`config.mk`:
```
export PLATFORM = sky130hd
export DESIGN_NAME = sri_cell
export DESIGN_NICKNAME = d
export VERILOG_FILES = /design/src/rtl/core/sri_pkg.sv /design/src/rtl/core/sri_cell.sv
export SDC_FILE = /design/constraint.sdc
export NUM_CORES = 1
export LEC_CHECK = 0
export ABC_AREA = 1
export BUFFER_PORTS_ARGS = -buffer_cell sky130_fd_sc_hd__buf_2
export CAP_MARGIN = 20
export CORE_AREA = 2 2 152 154
export CTS_BUF_LIST = sky130_fd_sc_hd__clkbuf_16
export CTS_CLUSTER_SIZE = 30
export DETAILED_ROUTE_END_ITERATION = 7
export DIE_AREA = 0 0 154 156
export PLACE_DENSITY = 0.61
export SYNTH_ARGS = -nofsm -noshare
export SYNTH_HDL_FRONTEND = slang
export SYNTH_SLANG_ARGS = --single-unit
```
`constraint.sdc`:
```
create_clock -name clk -period 4.22 [get_ports clk]
set_input_delay 0.633 -clock clk [delete_from_list [all_inputs] [get_ports clk]]
set_output_delay 0.633 -clock clk [all_outputs]
set_load 0.02 [all_outputs]
```
`src/rtl/core/sri_pkg.sv`:
```
// ---------------------------------------------------------------------------
// Sorted record insertion package
// Shared widths, record and command types, and status and operation codes.
// ---------------------------------------------------------------------------
package sri_pkg;

  localparam int KEY_W       = 64;
  localparam int TAG_W       = 16;
  localparam int SCORE_W     = 16;
  localparam int HELD_W      = 8;
  localparam int STATUS_W    = 2;
  localparam int IN_DATA_W   = 96;
  localparam int OUT_DATA_W  = 104;

  localparam int DEF_TABLE_DEPTH = 128;
  localparam int DEF_KEY_CHARS   = 8;

  typedef enum logic [0:0] {
    OP_INSERT = 1'b0,
    OP_DRAIN  = 1'b1
  } op_t;

  typedef enum logic [STATUS_W-1:0] {
    ST_OK    = 2'd0,
    ST_FULL  = 2'd1,
    ST_EMPTY = 2'd2
  } status_t;

  // One stored record
  typedef struct packed {
    logic [KEY_W-1:0]   key;
    logic [TAG_W-1:0]   tag;
    logic [SCORE_W-1:0] score;
  } rec_t;

  // Command broadcast to every cell of the chain
  typedef struct packed {
    logic ins;
    logic drn;
    rec_t rec;
  } cmd_t;

endpackage

```
`src/rtl/core/sri_cell.sv`:
```
// ---------------------------------------------------------------------------
// Sorted record cell
// One slot of the sorted chain: keeps, takes the new record, shifts from the
// left neighbour on insert, or from the right neighbour on drain.
// ---------------------------------------------------------------------------
module sri_cell #(
  parameter int IDX   = 0,
  parameter int CNT_W = 8
) (
  input  logic              clk,
  input  sri_pkg::cmd_t     cmd,
  input  logic [CNT_W-1:0]  count,
  input  sri_pkg::rec_t     left_rec,
  input  logic              left_le,
  input  sri_pkg::rec_t     right_rec,
  output sri_pkg::rec_t     rec,
  output logic              le
);
  import sri_pkg::*;

  logic in_use;

  // Slot holds a record and its key does not exceed the new key
  assign in_use = (CNT_W'(IDX) < count);
  assign le     = in_use && (rec.key <= cmd.rec.key);

  // Stable insert keeps equal keys ahead of the new record
  always_ff @(posedge clk) begin
    if (cmd.ins) begin
      if (!le) begin
        rec <= left_le ? cmd.rec : left_rec;
      end
    end else if (cmd.drn) begin
      rec <= right_rec;
    end
  end

endmodule

```
# After elaboration in Yosys (flattened, before gate mapping)
# Index checks and enable logic that the tools add are counted.
[totals] ff_bits=96 inputBits=300 output_inout_bits=97 elab_cells=13
[op_classes] magnitude_cmp=2 eq_ne=1 n_mux=4 reduce_logical=3
[ops] operator="2-to-1 mux 96 bit" count=4
[ops] operator="less-or-equal comparator 64 bit" count=1
[ops] operator="less-than comparator 1 x 8 -> 1 bit, first input constant" count=1
[ops] operator="inequality test 2 bit, second input constant" count=1
[ops] operator="AND reduction 2 bit" count=1
[ops] operator="nonzero test 2 bit" count=1
[ops] operator="logical AND 1 bit" count=1

# Depth between registers and ports, before layout
[depth] depth_word=4 depth_mapped=19 ltp_nobuf=19

# Least setup slack after synthesis
# Ideal clock, no wire load.
[synth_path] path_kind="input to register" from="input port cmd[75] (netlist bit)" to="register rec[0] (netlist bit) (enable)" t_arrival_ps=3796 slack_ps=-33 path_stages=14 path_buffers=0 path_cell_list="inv_1 > ha_1 > nand2_1 > inv_1 > nand3_1 > nor2_1 > nand3b_1 > nor3b_2 > nand2_1 > nand2_1 > nand2_1 > nand2_1 > nand2_1 > nand2_1"
[synth_between] elab_chain_cells=4
[synth_rtl] element="start, declared" line="sri_cell.sv:11" source="input sri_pkg::cmd_t cmd,"
[synth_rtl] element="less-or-equal comparator 64 bit" line="sri_cell.sv:25" source="assign le = in_use && (rec.key <= cmd.rec.key);"
[synth_rtl] element="logical AND 1 bit" line="sri_cell.sv:25"
[synth_rtl] element="inequality test 2 bit (no line)"
[synth_rtl] element="AND reduction 2 bit (no line)"
[synth_rtl] element="end signal, assigned" line="sri_cell.sv:31" source="rec <= left_le ? cmd.rec : left_rec;"
[synth_rtl] element="end signal, assigned" line="sri_cell.sv:34" source="rec <= right_rec;"
[synth_rtl] element="end, declared" line="sri_cell.sv:16" source="output sri_pkg::rec_t rec,"
# No other way between the ends.
# A chain may end at the register's enable or synchronous reset.

# Worst setup path after layout
[layout_path] from="register rec[95] (netlist bit)" to="output port le"
[layout_between] elab_chain_cells=2
[layout_rtl] element="less-or-equal comparator 64 bit" line="sri_cell.sv:25"
[layout_rtl] element="logical AND 1 bit" line="sri_cell.sv:25"
[layout_rtl] element="end, declared" line="sri_cell.sv:17" source="output logic le"
# No other way between the ends.

==> results.txt <==
----------------------------------------------------
[Run status]
  Result of the run ... complete, no violations

[Setup path]
  Count of buffering cells on the critical path with inverters included ... 2
  Crit path kind ... flip-flop to output pin
  Critical path startpoint category ... flip-flop
  Cell-by-cell trace of the critical path ... ha_1, nand4_1, nor3_1, nor3b_2, nand4_1, nand2_1, nand2_1, inv_1, buf_2
  Slowest stage delay, CP ... 420 ps
  Cell type of the slowest stage on the worst timing path ... sky130_fd_sc_hd__edfxtp_1
  CP top delay family ... simple AND/OR/NAND/NOR gates
  Launch point of the worst reg-to-reg path ... rec[95]$_DFFE_PP_
  Critical Path Start ... rec[95]$_DFFE_PP_
  Type of element capturing the critical path ... output pin
  Critical Path AT ... 2480 ps
  Critical path fanouts, max ... 3
  Required time reported for the critical path endpoint ... 3590 ps
  Flop-to-flop setup slack ... 1360 ps

[Clocking]
  Total of hold buffers inserted after clock tree synthesis ... 0
  Source-to-sink clock delay at the later pin of the worst-skew pair ... 350 ps
  Number of buffers inserted during clock tree synthesis ... 9
  Count of clock tree sinks ... 96
  Post-CTS setup buffer count ... 0
  Max Buffers Root-to-Sink ... 2
  Clock-pin slew of the registers on the worst-case setup and hold paths ... 80 ps
  Resized Gates After CTS ... 0
  CTS tree ... yes
  CTS H-Tree Depth ... 3
  Root buffer cell ... sky130_fd_sc_hd__clkbuf_16

[Cells and area]
  Post-route insts no fill ... 1,472
  Area of the multi-input gates ... 3130 sq um
  Area taken by flip-flops and latches ... 2880 sq um
  Final layout net count ... 1,545
  Most frequent cells in the layout ... 396 x sky130_fd_sc_hd__buf_2, 178 x sky130_fd_sc_hd__o21ai_0, 160 x sky130_fd_sc_hd__nand2_1
  Share of final-layout standard cells stronger than drive strength 1 ... 35.8%
  Leading registers by flop count ... rec (96)
  Filler cell count ... 2,348
  Max reg flops ... 96
  Register with the highest flop count ... rec
  Design Area, Final ... 9080 sq um
  Most common cell after layout, fill and taps aside ... sky130_fd_sc_hd__buf_2
  Layout overhead on the synthesized area ... 39.9%

[STA]
  RSZ-0062 raised after global routing ... false
  Worst relative slew slack ... 40.0%
  Clock skew ... 12.0 ps
  Least-Margin Pin Slew ... 900 ps
  Worst setup margin ... 1110 ps
  Pins over their slew limit ... 0
  Number of hold violations in the final report ... 0
  F_max ... 321 MHz
  Final critical delay including setup and external delays ... 3110 ps
  Total of endpoints with negative setup slack in the final report ... 0
  Period utilization ... 73.8%
  TNS Setup ... 0 ps

[Routing]
  Number of remaining DRC errors ... 0
  Total number of vias ... 6,948
  Per-cell via count in the routed design ... 4.72
  Drt first-iter violations ... 452
  Final routed wirelength across all metal layers ... 23,600 microns
  ANT nets after route ... 0
  Total iterations of the first detailed-routing run ... 5
  Routed len/inst ... 16.0 microns

[Synth]
  Part of the Yosys area used for sequential elements ... 44.4%
  Nets in the synthesized netlist ... 1,169
  Post-synth design cell area ... 6490 sq um
  Xor and xnor fraction of the mapped netlist area ... 0%
  Mux share of post-synthesis cell area ... 0%
  Largest family of logic cells by synthesized area ... compound AO/OA/AOI/OAI gates
  Yosys warning count ... 0
  Synth cell types ... 24
  Share of synthesized cell area in and, or, nand and nor gates ... 17.7%
  Post-synthesis register bit count ... 96
  Share of Yosys cell area claimed by the top area cell type ... 44.4%
  Cell taking the most area after synthesis ... sky130_fd_sc_hd__edfxtp_1
  Biggest area contributors in the synthesized netlist ... sky130_fd_sc_hd__edfxtp_1 44%, sky130_fd_sc_hd__o21ai_0 14%, sky130_fd_sc_hd__ha_1 12%
  Post-synthesis instance total ... 805
  Compound-cell area share of the yosys netlist ... 18.1%
  Synthesized area per cell ... 8.06 sq um
  Synth Area in Adders ... 12.3%

[Floorplanning]
  Number of top-level design ports ... 397
  Number of placement rows ... 55
  Die X-Extent ... 154 microns
  Total Die Area ... 24,000 sq um
  Area of the core region ... 22,400 sq um
  Die extent in y ... 156 microns
  Initial standard-cell utilization of the core ... 29.0%

[Place]
  Post-placement worst setup slack ... 877 ps
  Post-DP HPWL ... 18,400 microns
  Placer congestion estimate ... 0.854
  Post-placement cell count ... 1,455
  Buffers added on ports ... 396
  Post-DP Area ... 8770 sq um

[Global routing]
  Grt met2 use ... 33.3%
  Largest net degree at the start of global routing ... 97
  GRT Overall Usage ... 18.9%
  Number of antenna violations at the first check in global routing ... 3
  Wire length of the first global-routing pass ... 35,600 microns
  Total gr overflow ... 0
  Global-route track usage on met3 ... 4.25%
  Global routing usage on met1 ... 23.0%
  Number of global-route vias before repair ... 6,792
  Most used routing layer ... met2

[Power and ir drop]
  Largest vdd supply drop ... 191 uV
  Power density normalized to cell area ... 321 nW/um^2
  Leakage ... 0.00452 uW
  Pwr Total ... 2920 uW

[Hold path]
  Beginning of the worst hold path ... right_rec[5]
  Class of the worst hold path ... primary input to flip-flop

[Flow run]
  Number of maximum-capacitance constraint violations ... 0

----------------------------------------------------
[metal layers]
layer	part of all wire (%)	vias up
met1	41	3100
met5	0.093	-
met4	2.2	4
li1	-	3482
met3	7.6	35
met2	49	327
[path summary, 6_finish.rpt]
check                            to  cells after the start
setup / recovery                 le                      9
hold / removal     rec[5]$_DFFE_PP_                      3
setup reg to reg  rec[35]$_DFFE_PP_                     11
hold reg to reg   rec[28]$_DFFE_PP_                      8
[area by class of cell]
| class | count | share of cell area [%] |
|---|---|---|
| Timing Repair Buffer | 406 | 23.2 |
| Clock buffer | 9 | 2.48 |
| Multi-Input combinational cell | 589 | 34.4 |
| Clock inverter | 7 | 0.882 |
| Tap cell | 285 | 3.93 |
| Antenna cell | 1 | 0.0276 |
| Inverter | 79 | 3.29 |
| Sequential cell | 96 | 31.7 |
[power by group]
| group | internal, uW | switching, uW |
|---|---|---|
| sequential | 1190 | 49.5 |
| combinational | 315 | 504 |
| clock | 468 | 396 |
[synth_stat cells]
| library cell | count |
|---|---|
| sky130_fd_sc_hd__a21o_1 | 1 |
| sky130_fd_sc_hd__a21oi_1 | 29 |
| sky130_fd_sc_hd__buf_1 | 2 |
| sky130_fd_sc_hd__buf_2 | 9 |
| sky130_fd_sc_hd__buf_4 | 4 |
| sky130_fd_sc_hd__clkbuf_1 | 24 |
| sky130_fd_sc_hd__clkbuf_2 | 1 |
| sky130_fd_sc_hd__dlymetal6s2s_1 | 1 |
| sky130_fd_sc_hd__edfxtp_1 | 96 |
| sky130_fd_sc_hd__ha_1 | 64 |
| sky130_fd_sc_hd__inv_1 | 77 |
| sky130_fd_sc_hd__inv_2 | 2 |
| sky130_fd_sc_hd__nand2_1 | 161 |
| sky130_fd_sc_hd__nand3_1 | 6 |
| sky130_fd_sc_hd__nand3b_1 | 1 |
| sky130_fd_sc_hd__nand4_1 | 6 |
| sky130_fd_sc_hd__nor2_1 | 112 |
| sky130_fd_sc_hd__nor3_1 | 3 |
| sky130_fd_sc_hd__nor3b_2 | 1 |
| sky130_fd_sc_hd__nor4_1 | 3 |
| sky130_fd_sc_hd__o21a_1 | 3 |
| sky130_fd_sc_hd__o21ai_0 | 178 |
| sky130_fd_sc_hd__o21ai_1 | 20 |
| sky130_fd_sc_hd__o21bai_1 | 1 |
[worst reg2reg max path: stages, from the launching register on]
cell	delay [ps]
sky130_fd_sc_hd__edfxtp_1	420
sky130_fd_sc_hd__ha_1	340
sky130_fd_sc_hd__nand4_1	150
sky130_fd_sc_hd__nor3_1	320
sky130_fd_sc_hd__nor3b_2	360
sky130_fd_sc_hd__nand2_1	90
sky130_fd_sc_hd__nand2_1	60
sky130_fd_sc_hd__nand2_1	50
sky130_fd_sc_hd__nand2_1	70
sky130_fd_sc_hd__nand2_1	90
sky130_fd_sc_hd__nand2_4	270
sky130_fd_sc_hd__buf_4	330
[through the flow]
| stage | hold WS (ps) | util [%] |
|---|---|---|
| 6_report | 558 | 40.6 |
| 5_1_grt | 563 | 40.6 |
| 4_1_cts | 544 | 40.6 |
| 3_5_place_dp | 920 | 39.2 |
| 3_3_place_gp | 913 | 39.2 |
| 2_1_floorplan | 824 | - |
[kinds of logic after synthesis]
group,after synthesis
compound gates,232
fa+ha+maj,64
buf+inv,120
flops,96
simple gates,293
(Power assumes the default switching activity.)
